**config.mk**
```make
export PLATFORM = sky130hd
export DESIGN_NAME = restoring_divider_core
export DESIGN_NICKNAME = d
export VERILOG_FILES = /design/src/hdl/rdc_pkg.sv /design/src/hdl/rdc_prep.sv /design/src/hdl/rdc_cell.sv /design/src/hdl/rdc_post.sv /design/src/hdl/restoring_divider_core.sv
export SDC_FILE = /design/constraint.sdc
export NUM_CORES = 2
export LEC_CHECK = 0
export ABC_CLOCK_PERIOD_IN_PS = 4000
export BUFFER_PORTS_ARGS = -buffer_cell sky130_fd_sc_hd__buf_4
export CAP_MARGIN = 20
export CORE_MARGIN = 3
export CORE_UTILIZATION = 63
export DETAILED_ROUTE_END_ITERATION = 6
export PLACE_DENSITY = 0.86
export SLEW_MARGIN = 0
export SYNTH_ARGS = -nofsm -noshare
export SYNTH_HDL_FRONTEND = slang
export SYNTH_SLANG_ARGS = --single-unit
```
**constraint.sdc**
```tcl
create_clock -name clk_i -period 4 [get_ports clk_i]
set_input_delay 0.2 -clock clk_i [delete_from_list [all_inputs] [get_ports clk_i]]
set_output_delay 0.2 -clock clk_i [all_outputs]
set_load 0.1 [all_outputs]
```
**src/hdl/rdc_pkg.sv**
```systemverilog
`timescale 1ns / 1ps
// ----------------------------------------------------------------------------
// Restoring divider package
// Control word that travels alongside the data through every pipeline stage.
// ----------------------------------------------------------------------------
package rdc_pkg;

  // Per-stage control: word present, quotient must be negated, divisor zero.
  typedef struct packed {
    logic valid;
    logic neg;
    logic dz;
  } ctrl_t;

endpackage

```
**src/hdl/rdc_prep.sv**
```systemverilog
`timescale 1ns / 1ps
// ----------------------------------------------------------------------------
// Restoring divider - operand stage
// Registers operand magnitudes, quotient sign and the zero-divisor flag.
// ----------------------------------------------------------------------------
module rdc_prep #(
  parameter int WIDTH = 32
) (
  input  logic                    clk_i,
  input  logic                    rst_ni,
  input  logic                    accept_i,
  input  logic signed [WIDTH-1:0] dividend_i,
  input  logic signed [WIDTH-1:0] divisor_i,
  output rdc_pkg::ctrl_t          ctrl_o,
  output logic [WIDTH-2:0]        part_o,
  output logic [WIDTH-1:0]        aq_o,
  output logic [WIDTH-1:0]        dvsr_o
);
  import rdc_pkg::*;

  ctrl_t            ctrl_d, ctrl_q;
  logic [WIDTH-1:0] mag_a_d, mag_d_d;
  logic [WIDTH-1:0] aq_q, dvsr_q;

  // Negating the most negative value yields 2^(WIDTH-1), which fits unsigned.
  always_comb begin
    mag_a_d      = dividend_i[WIDTH-1] ? (~dividend_i + 1'b1) : dividend_i;
    mag_d_d      = divisor_i[WIDTH-1]  ? (~divisor_i + 1'b1)  : divisor_i;
    ctrl_d.valid = accept_i;
    ctrl_d.neg   = dividend_i[WIDTH-1] ^ divisor_i[WIDTH-1];
    ctrl_d.dz    = (divisor_i == '0);
  end

  always_ff @(posedge clk_i or negedge rst_ni) begin
    if (!rst_ni) begin
      ctrl_q <= '0;
    end else begin
      ctrl_q <= ctrl_d;
    end
  end

  always_ff @(posedge clk_i) begin
    aq_q   <= mag_a_d;
    dvsr_q <= mag_d_d;
  end

  assign ctrl_o = ctrl_q;
  assign part_o = '0;
  assign aq_o   = aq_q;
  assign dvsr_o = dvsr_q;

endmodule

```
**src/hdl/rdc_cell.sv**
```systemverilog
`timescale 1ns / 1ps
// ----------------------------------------------------------------------------
// Restoring divider - division cell
// One restoring step: shift in a dividend bit, trial-subtract, keep or restore.
// ----------------------------------------------------------------------------
module rdc_cell #(
  parameter int WIDTH = 32
) (
  input  logic             clk_i,
  input  logic             rst_ni,
  input  rdc_pkg::ctrl_t   ctrl_i,
  input  logic [WIDTH-2:0] part_i,
  input  logic [WIDTH-1:0] aq_i,
  input  logic [WIDTH-1:0] dvsr_i,
  output rdc_pkg::ctrl_t   ctrl_o,
  output logic [WIDTH-2:0] part_o,
  output logic [WIDTH-1:0] aq_o,
  output logic [WIDTH-1:0] dvsr_o
);
  import rdc_pkg::*;

  ctrl_t            ctrl_q;
  logic [WIDTH-1:0] shifted;
  logic [WIDTH:0]   diff;
  logic             ge;
  logic [WIDTH-2:0] part_d, part_q;
  logic [WIDTH-1:0] aq_d, aq_q, dvsr_q;

  // aq holds the unconsumed dividend bits on top and quotient bits below.
  always_comb begin
    shifted = {part_i, aq_i[WIDTH-1]};
    diff    = {1'b0, shifted} - {1'b0, dvsr_i};
    ge      = ~diff[WIDTH];
    // Partial remainder stays below the divisor, so its top bit is dropped.
    part_d  = ge ? diff[WIDTH-2:0] : shifted[WIDTH-2:0];
    aq_d    = {aq_i[WIDTH-2:0], ge};
  end

  always_ff @(posedge clk_i or negedge rst_ni) begin
    if (!rst_ni) begin
      ctrl_q <= '0;
    end else begin
      ctrl_q <= ctrl_i;
    end
  end

  always_ff @(posedge clk_i) begin
    part_q <= part_d;
    aq_q   <= aq_d;
    dvsr_q <= dvsr_i;
  end

  assign ctrl_o = ctrl_q;
  assign part_o = part_q;
  assign aq_o   = aq_q;
  assign dvsr_o = dvsr_q;

endmodule

```
**src/hdl/rdc_post.sv**
```systemverilog
`timescale 1ns / 1ps
// ----------------------------------------------------------------------------
// Restoring divider - result stage
// Applies the quotient sign, saturation and divide-by-zero status.
// ----------------------------------------------------------------------------
module rdc_post #(
  parameter int WIDTH = 32
) (
  input  logic                    clk_i,
  input  logic                    rst_ni,
  input  rdc_pkg::ctrl_t          ctrl_i,
  input  logic [WIDTH-2:0]        part_i,
  input  logic [WIDTH-1:0]        quo_i,
  output logic                    valid_o,
  output logic signed [WIDTH-1:0] quotient_o,
  output logic [WIDTH-2:0]        remainder_o,
  output logic                    status_o
);
  import rdc_pkg::*;

  logic                    valid_q;
  logic signed [WIDTH-1:0] quot_d, quot_q;
  logic [WIDTH-2:0]        rem_d, rem_q;
  logic                    status_d, status_q;

  always_comb begin
    status_d = ctrl_i.dz;
    if (ctrl_i.dz) begin
      quot_d = '0;
      rem_d  = '0;
    end else begin
      rem_d = part_i;
      if (ctrl_i.neg) begin
        quot_d = ~quo_i + 1'b1;
      end else if (quo_i[WIDTH-1]) begin
        // Only the most negative value over minus one gets here: saturate.
        quot_d = {1'b0, {(WIDTH-1){1'b1}}};
      end else begin
        quot_d = quo_i;
      end
    end
  end

  always_ff @(posedge clk_i or negedge rst_ni) begin
    if (!rst_ni) begin
      valid_q <= 1'b0;
    end else begin
      valid_q <= ctrl_i.valid;
    end
  end

  always_ff @(posedge clk_i) begin
    quot_q   <= quot_d;
    rem_q    <= rem_d;
    status_q <= status_d;
  end

  assign valid_o     = valid_q;
  assign quotient_o  = quot_q;
  assign remainder_o = rem_q;
  assign status_o    = status_q;

endmodule

```
**src/hdl/restoring_divider_core.sv**
```systemverilog
`timescale 1ns / 1ps
// ----------------------------------------------------------------------------
// Restoring divider core
// Signed WIDTH-bit division by a pipelined row of restoring cells.
// ----------------------------------------------------------------------------
//
//  channel   handshake          payload
//  -------   ----------------   -------------------------------------------
//  operand   start / busy       dividend_i, divisor_i
//  result    valid_o (strobe)   quotient_o, remainder_o, status_o
//
//  Throughput: one word per cycle unless busy; each cell handles one
//  quotient bit, and new pairs enter the operand stage as older ones advance.
//  Pipeline: WIDTH + 2 register stages (operand stage, WIDTH cells, result
//  stage). The strobe and the result are registered together in the result
//  stage, so the result is valid while the strobe is high.
//  Reset: asynchronous, active low; drops every word in flight. busy is high
//  during reset and until the first edge after release, low from then on.
//  Stalls: none; the result side takes every word in the cycle it shows.
// ----------------------------------------------------------------------------
module restoring_divider_core #(
  parameter int WIDTH = 32
) (
  input  logic                    clk_i,
  input  logic                    rst_ni,
  input  logic                    start,
  output logic                    busy,
  input  logic signed [WIDTH-1:0] dividend_i,
  input  logic signed [WIDTH-1:0] divisor_i,
  output logic                    valid_o,
  output logic signed [WIDTH-1:0] quotient_o,
  output logic [WIDTH-2:0]        remainder_o,
  output logic                    status_o
);
  import rdc_pkg::*;

  // Stage k holds the word after k restoring steps.
  ctrl_t            ctrl_s [WIDTH+1];
  logic [WIDTH-2:0] part_s [WIDTH+1];
  logic [WIDTH-1:0] aq_s   [WIDTH+1];
  logic [WIDTH-1:0] dvsr_s [WIDTH+1];

  logic busy_q;

  // Hold off new words until the first edge after reset release.
  always_ff @(posedge clk_i or negedge rst_ni) begin
    if (!rst_ni) begin
      busy_q <= 1'b1;
    end else begin
      busy_q <= 1'b0;
    end
  end

  assign busy = busy_q;

  // Take magnitudes and register them with the sign and zero flags.
  rdc_prep #(.WIDTH(WIDTH)) u_prep (
    .clk_i      (clk_i),
    .rst_ni     (rst_ni),
    .accept_i   (start & ~busy_q),
    .dividend_i (dividend_i),
    .divisor_i  (divisor_i),
    .ctrl_o     (ctrl_s[0]),
    .part_o     (part_s[0]),
    .aq_o       (aq_s[0]),
    .dvsr_o     (dvsr_s[0])
  );

  // Row of cells: each one consumes the top dividend bit and shifts in a
  // quotient bit, so after WIDTH cells aq holds the full unsigned quotient.
  for (genvar k = 0; k < WIDTH; k++) begin : g_cell
    rdc_cell #(.WIDTH(WIDTH)) u_cell (
      .clk_i  (clk_i),
      .rst_ni (rst_ni),
      .ctrl_i (ctrl_s[k]),
      .part_i (part_s[k]),
      .aq_i   (aq_s[k]),
      .dvsr_i (dvsr_s[k]),
      .ctrl_o (ctrl_s[k+1]),
      .part_o (part_s[k+1]),
      .aq_o   (aq_s[k+1]),
      .dvsr_o (dvsr_s[k+1])
    );
  end

  // Fix the sign, saturate the single overflow case, flag a zero divisor.
  rdc_post #(.WIDTH(WIDTH)) u_post (
    .clk_i       (clk_i),
    .rst_ni      (rst_ni),
    .ctrl_i      (ctrl_s[WIDTH]),
    .part_i      (part_s[WIDTH]),
    .quo_i       (aq_s[WIDTH]),
    .valid_o     (valid_o),
    .quotient_o  (quotient_o),
    .remainder_o (remainder_o),
    .status_o    (status_o)
  );

endmodule

```
# ---- Word-level counts from Yosys, hierarchy flattened
# Cells that the tools add are included.
dict set report classes {
  addsub 35
  multipliers 0
  div_mod_pow 0
  n_lt_le_gt_ge 0
  eq_ne 0
  shift 0
  muxes 36
  bitwise 38
  reduce_logical 1
}
# operator count
set ops {}
lappend ops {{31-bit 2-to-1 mux} 34}
lappend ops {{32-bit by 32-bit subtractor with 33-bit output} 31}
lappend ops {{32-bit by 1-bit adder with 32-bit output (second input constant)} 3}
lappend ops {{32-bit inverter} 3}
lappend ops {{1-bit inverter} 33}
lappend ops {{1-bit by 32-bit subtractor with 33-bit output} 1}
lappend ops {{32-bit logical NOT} 1}
lappend ops {{32-bit 2-to-1 mux} 1}
lappend ops {{1-bit bitwise AND} 1}
lappend ops {{1-bit 2-to-1 mux} 1}
lappend ops {{1-bit bitwise XOR} 1}
dict set report word_totals {
  ff_bits 3237
  latch_bits 0
  ram_bits 0
  mem_bits_ro 0
  inputBits 67
  output_inout_bits 66
  memories 0
}

# ---- Depth between registers and ports, before layout
dict set report depth {
  ltp_word 3
  mapped_depth 17
}

# ---- Hierarchy
# Synthesis repeated with hierarchy kept, for this count alone.
dict set report hier_totals {
  hier_cells 12850
  area_unflattened_um2 137121.5
}
# module instances cells_each area_per_inst_um2 seq_area_each_um2
set modules_own_cells {}
lappend modules_own_cells {{rdc_cell (g_cell[0].u_cell ...)} 14 366 4119.0 1976.9}
lappend modules_own_cells {{rdc_cell (g_cell[25].u_cell ...)} 9 387 4140.2 1976.9}
lappend modules_own_cells {{rdc_cell (g_cell[29].u_cell ...)} 6 425 4093.9 1976.9}
lappend modules_own_cells {{rdc_cell (g_cell[11].u_cell ...)} 3 360 3917.5 1976.9}
lappend modules_own_cells {rdc_prep 1 312 3115.5 1356.3}
lappend modules_own_cells {rdc_post 1 298 2718.9 1306.3}
lappend modules_own_cells {restoring_divider_core 1 3 43.8 26.3}

# ---- Worst setup path before layout
# No wires, ideal clock.
dict set report synth_timing {
  kind {register -> register}
  start {register g_cell[28].u_cell.aq_q[31]}
  end {register g_cell[29].u_cell.part_q[1]}
  setup_time_ps 128
  arrival_time_ps 3535
  required_time_ps 3872
  setup_slack_ps 336
  stages_incl_launch_ff 16
  path_buffers 2
  synth_period_minus_slack_ps 3664
  cell_sequence {dfxtp_1 inv_1 ha_1 fa_1 nand2b_1 a21oi_1 o21ai_0 and2_1 o31a_1 a21oi_1 a21oi_1 o31a_1 o21ai_1 clkbuf_1 clkbuf_1 a21oi_1}
}
dict set report synth_via {
  elab_chain_len 2
}
# item line
set synth_lines {}
lappend synth_lines {{start, declared} rdc_cell.sv:27} ;# logic [WIDTH-1:0] aq_d, aq_q, dvsr_q;
lappend synth_lines {{start signal, assigned} rdc_cell.sv:49} ;# aq_q <= aq_d;
lappend synth_lines {{32-bit by 32-bit subtractor with 33-bit output} rdc_cell.sv:32} ;# diff = {1'b0, shifted} - {1'b0, dvsr_i};
lappend synth_lines {{31-bit 2-to-1 mux} rdc_cell.sv:35} ;# part_d = ge ? diff[WIDTH-2:0] : shifted[WIDTH-2:0];
lappend synth_lines {{via g_cell[29].u_cell.part_d[1]} rdc_cell.sv:26} ;# logic [WIDTH-2:0] part_d, part_q;
lappend synth_lines {{end signal, assigned} rdc_cell.sv:48} ;# part_q <= part_d;
lappend synth_lines {{end, declared} rdc_cell.sv:26}
# The timed path passes the listed nets, and every way through them passes these cells.
# A chain may end at the register's enable or synchronous reset.

# ---- Worst setup path after layout
dict set report layout_timing {
  start {register g_cell[18].u_cell.dvsr_q[2]}
  end {register g_cell[19].u_cell.part_q[0]}
}
dict set report layout_via {
  elab_chain_len 2
}
# item line
set layout_lines {}
lappend layout_lines {{start, declared} rdc_cell.sv:27}
lappend layout_lines {{start signal, assigned} rdc_cell.sv:50} ;# dvsr_q <= dvsr_i;
lappend layout_lines {{32-bit by 32-bit subtractor with 33-bit output} rdc_cell.sv:32}
lappend layout_lines {{31-bit 2-to-1 mux} rdc_cell.sv:35}
lappend layout_lines {{via g_cell[19].u_cell.part_d[0]} rdc_cell.sv:26}
lappend layout_lines {{end signal, assigned} rdc_cell.sv:48}
lappend layout_lines {{end, declared} rdc_cell.sv:26}
# The timed path passes the listed nets, and every way through them passes these cells.

==> implementation parameters <==
Parameter                              Value

Power and ir drop
  Reported net switching power ... approximately 0.056 W
  Maximum vdd ir drop ... between 0.6 and 0.7 mV
  Ratio of total power to cell area ... slightly above 1000 mW/mm²
  Switching fraction of total power ... about two fifths
  Part of the power in registers ... 33.2%
  Logic pwr share ... between 40% and 50%
  Clock group share of total power ... 20.7%
  Static Leak ... between 60 and 70 nW
  Pint ... roughly 0.091 W

Routing
  Final routed wire length divided by cell count ... just under 20 µm
  Detailed Route Iter0 Violations ... between 6000 and 7000
  Via density ... 5.73
  DRC violation count after routing ... 0
  1st-pass router iterations ... 7
  Total wirelength of the detailed-routed design ... approximately 310 mm
  Total via count after detailed routing ... 91700
  Number of antenna-violating nets in the routed design ... 0

Timing
  Min setup slack post-route ... -0.0837 ns
  Number of hold violations in the final report ... 0
  Pins over their slew limit ... 0
  Post-Route Setup TNS ... -0.0932 ns
  Setup repair after global routing missed its margin ... true
  Clock period minus final worst setup slack ... around 4 ns
  Slew at the pin closest to its max-slew limit ... 1.03 ns
  Setup-violating endpoint count in the final report ... 3
  Final critical-path share of the clock period ... 102%
  Maximum clock frequency ... between 200 and 250 MHz
  Slew margin rel. ... between 30 and 40%
  Worst clock skew ... between 0.08 and 0.09 ns

Setup path
  Maximum fanout count along the critical path ... 22
  Cell family with most CP delay ... compound AO/OA/AOI/OAI gates
  Startpoint of the worst-slack reg-to-reg timing path ... g_cell[18].u_cell.dvsr_o[2]
  Critical Path Sink Type ... flip-flop
  Peak per-stage delay on the critical path ... between 0.5 and 0.6 ns
  CP Class ... flip-flop to flip-flop
  Required time of the critical path ... roughly 4.9 ns
  Data arrival time of the critical path ... 4.93 ns
  Worst reg2reg endpoint ... g_cell[19].u_cell.part_o[0]
  R2R depth ... 13
  Worst-path cell chain ... inv_1, ha_1, nor2b_1, o21ai_0, a21oi_1, o21ba_2, o21ai_1, o21ai_0, a31oi_2, o21ai_0, o41a_4, buf_4, a21oi_1
  Flop2flop setup slack ... -0.08 ns
  Critical Path Slowest Stage Cell ... o41a_4
  CP Buf/Inv Count ... 2
  CP Launch Type ... flip-flop
  Library cell appearing most often on the critical path ... o21ai_0
  Startpoint of the worst setup timing path ... g_cell[18].u_cell.dvsr_o[2]

Clock tree
  Insertion delay of the later-clocked pin in the worst-skew pair ... 0.98 ns
  Clock Pin Slew Worst Setup and Hold Paths ... 0.07 ns
  Maximum clock path buffer count ... 4
  Cts bufs inserted ... roughly 330
  Clock tree from TritonCTS ... done
  H-tree Lvls ... 5
  Library cell used as clock root buffer ... clkbuf_16
  Total clock sinks ... roughly 3200

Placement
  Setup WS pre-CTS ... -0.185 ns
  Half-perimeter wire length of the detailed placement result ... 216 mm
  Placer Congestion ... roughly 0.94
  Total instance count after detailed placement ... between 15000 and 20000
  Port-buffer cells ... between 100 and 150
  Instance area at placement ... 0.132 mm²

Finish
  Final instance area ... around 0.15 mm²
  Post-synthesis to final-layout area growth ... 14.4%
  Proportion of layout cells with a drive suffix above 1 ... ~11%
  Count of placed standard cells in the final layout, fillers left out ... between 15000 and 20000
  Number of nets in the layout ... between 10000 and 15000

Yosys
  Instance count of the mapped netlist ... about 12000
  Yosys warnings ... 0
  Portion of the post-synthesis area used by sequential elements ... between 50% and 60%
  Area fraction of the dominant cell type after synthesis ... about half
  Synth area leader ... dfxtp_1
  Share of synthesized registers carrying an async set or reset ... between 3 and 4%
  Ranking of synthesized cells by area ... dfxtp_1 49%, ha_1 9.8%, mux2_2 4.2%
  Post-synth top cells ... 3136 x dfxtp_1, 1249 x inv_1, 997 x ha_1
  Distinct cells, synth ... 96
  Count of flip-flops with a built-in enable after synthesis ... 0
  Post-synthesis instance area ... approximately 0.13 mm²
  Leading cell type by number of instances after synthesis ... dfxtp_1
  Mean area per synthesized cell ... between 10 and 15 µm²
  Most used flip-flop cell after synthesis ... dfxtp_1
  Post-synthesis register bit count ... 3237

GRT
  Pin count of the biggest net entering global routing ... just under 70
  All-Layer GR Usage ... 28.8%
  Number of antenna violations at the first check in global routing ... 17
  Vias in the first global route ... 93200
  GR Overflow Total ... 0
  First-pass GRT wire length ... slightly below 500 mm

Min path
  Class of the worst hold path ... input port to flip-flop
  End of the worst hold path ... u_prep.dvsr_o[14]
  Worst hold path cell count ... 3
  Startpoint of the most critical hold path ... divisor_i[14]

Run status
  Result of the run ... finished with violations
  Violated checks ... setup timing

Die
  Chip Height ... between 400 and 500 µm
  Die footprint ... between 0.2 and 0.25 mm²
  I/O pin total ... approximately 130
  Width of the die ... 456 µm
  Cell row count ... 164
  Initial Util ... between 60% and 70%
  Core box area ... around 0.20 mm²

Flow run
  MaxCap Viol Count ... 0
[sequential cells by signal, indices dropped and copies added (netlist names)]
register	count
u_post.quotient_o	32
busy	1
g_cell.u_cell.ctrl_o	96
u_prep.dvsr_o	32
u_prep.aq_o	32
u_post.status_o	1
u_post.remainder_o	31
u_post.valid_o	1
g_cell.u_cell.aq_o	1024
g_cell.u_cell.part_o	992
u_prep.ctrl_o	3
g_cell.u_cell.dvsr_o	992
[through the flow]
| stage | hold WS [ns] | utilization (%) | total power, W |
|---|---|---|---|
| after global routing | 0.0675 | 72.7 | 0.156 |
| after detailed placement | 0.312 | 66.1 | 0.113 |
| after global placement | 0.310 | 66.1 | 0.111 |
| after CTS | 0.0224 | 72.4 | 0.146 |
| final | 0.0740 | 72.7 | 0.147 |
| after floorplan | -0.0956 | - | 0.0967 |
[worst reg2reg max path: cells and delay by family, from the launching register on]
family	cells	cell delay, ns
adder cells (fa/ha/maj)	1	0.36
AND/OR/NAND/NOR	1	0.15
flip-flops	1	0.48
buffers and inverters	2	0.36
AO/OA/AOI/OAI	9	2.60
[cell type report]
| class | count | area, µm² |
|---|---|---|
| diodes | 47 | 118 |
| clock buffers | 445 | 9230 |
| clock inverters | 120 | 1480 |
| fillers | 13500 | 54700 |
| inverters | 1251 | 4700 |
| multi-input cells | 7784 | 57100 |
| flip-flops and latches | 3237 | 65300 |
| well taps | 2656 | 3320 |
| repair buffers | 456 | 4310 |
[routing by layer]
layer  vias to the layer above  routed length, µm  global-route usage, %
met3                      1195              17100                   4.64
met4                        12              20900                   17.6
met5                         -                 76                      0
li1                      44100                  -                      -
met1                     43100             120000                   32.6
met2                      3231             155000                   51.0
[placed cells by master, fill, tap and decap left out, types with 62 or more instances in the layout]
cell type,synthesis,routed
nand3_1,160,160
xnor2_1,542,542
nand2_1,706,704
nor2b_1,176,174
buf_4,3,257
and3_1,75,75
nand2b_1,161,161
mux2_2,478,478
inv_1,1249,1249
dlygate4sd3_1,0,163
xor2_1,301,301
o21bai_1,85,79
a31oi_1,108,100
nor3_1,121,121
a21oi_1,926,908
clkbuf_16,0,331
a211oi_1,93,86
dfrtp_1,100,99
o21ai_0,726,707
a21o_1,395,395
dfxtp_1,3136,3136
ha_1,997,996
o31ai_1,75,65
o21a_1,148,147
or3_1,62,62
nor2_1,639,637
nand4_1,83,83
[power by group through the flow]
stage | logic [W] | registers, W | clock network (W)
6_report | 0.0679 | 0.0490 | 0.0306
5_1_grt | 0.0746 | 0.0497 | 0.0321
4_1_cts | 0.0660 | 0.0488 | 0.0309
3_5_place_dp | 0.0641 | 0.0493 | 0
3_3_place_gp | 0.0617 | 0.0491 | 0
2_1_floorplan | 0.0484 | 0.0483 | 0
[kinds of logic (layout without fill, tap and decap cells)]
kind of cell             Yosys count  count (layout)  share of synthesized area [%]
AO/OA/AOI/OAI                   2982            2984                           14.6
XOR/XNOR                         843             843                           5.80
adder cells (fa/ha/maj)         1028            1028                           10.3
buffers and inverters           1487            2272                           4.43
flip-flops                      3237            3237                           51.3
multiplexers                     528             528                           4.62
other                              1              63                        0.00295
AND/OR/NAND/NOR                 2385            2385                           8.95
[worst max-delay path by stage]
stage | cells after the start | slack [ns] | end
2_1_floorplan | 15 | 0.34 | g_cell[29].u_cell.part_o[1]
3_3_place_gp | 14 | -0.09 | g_cell[22].u_cell.part_o[2]
3_5_place_dp | 14 | -0.18 | g_cell[22].u_cell.part_o[8]
4_1_cts | 15 | 0.003 | g_cell[23].u_cell.part_o[14]
5_1_grt | 11 | -0.15 | u_post.quotient_o[27]
6_report | 13 | -0.08 | g_cell[19].u_cell.part_o[0]
[what timing repair did]
item	in CTS	in global routing
gates resized for setup	17	92
hold buffers	164	0
cloned	3	4
setup buffers	2	13
setup endpoints to repair	147	713
pin swaps	1	21
hold endpoints to repair	136	0
Power figures use the tool's default switching activity.
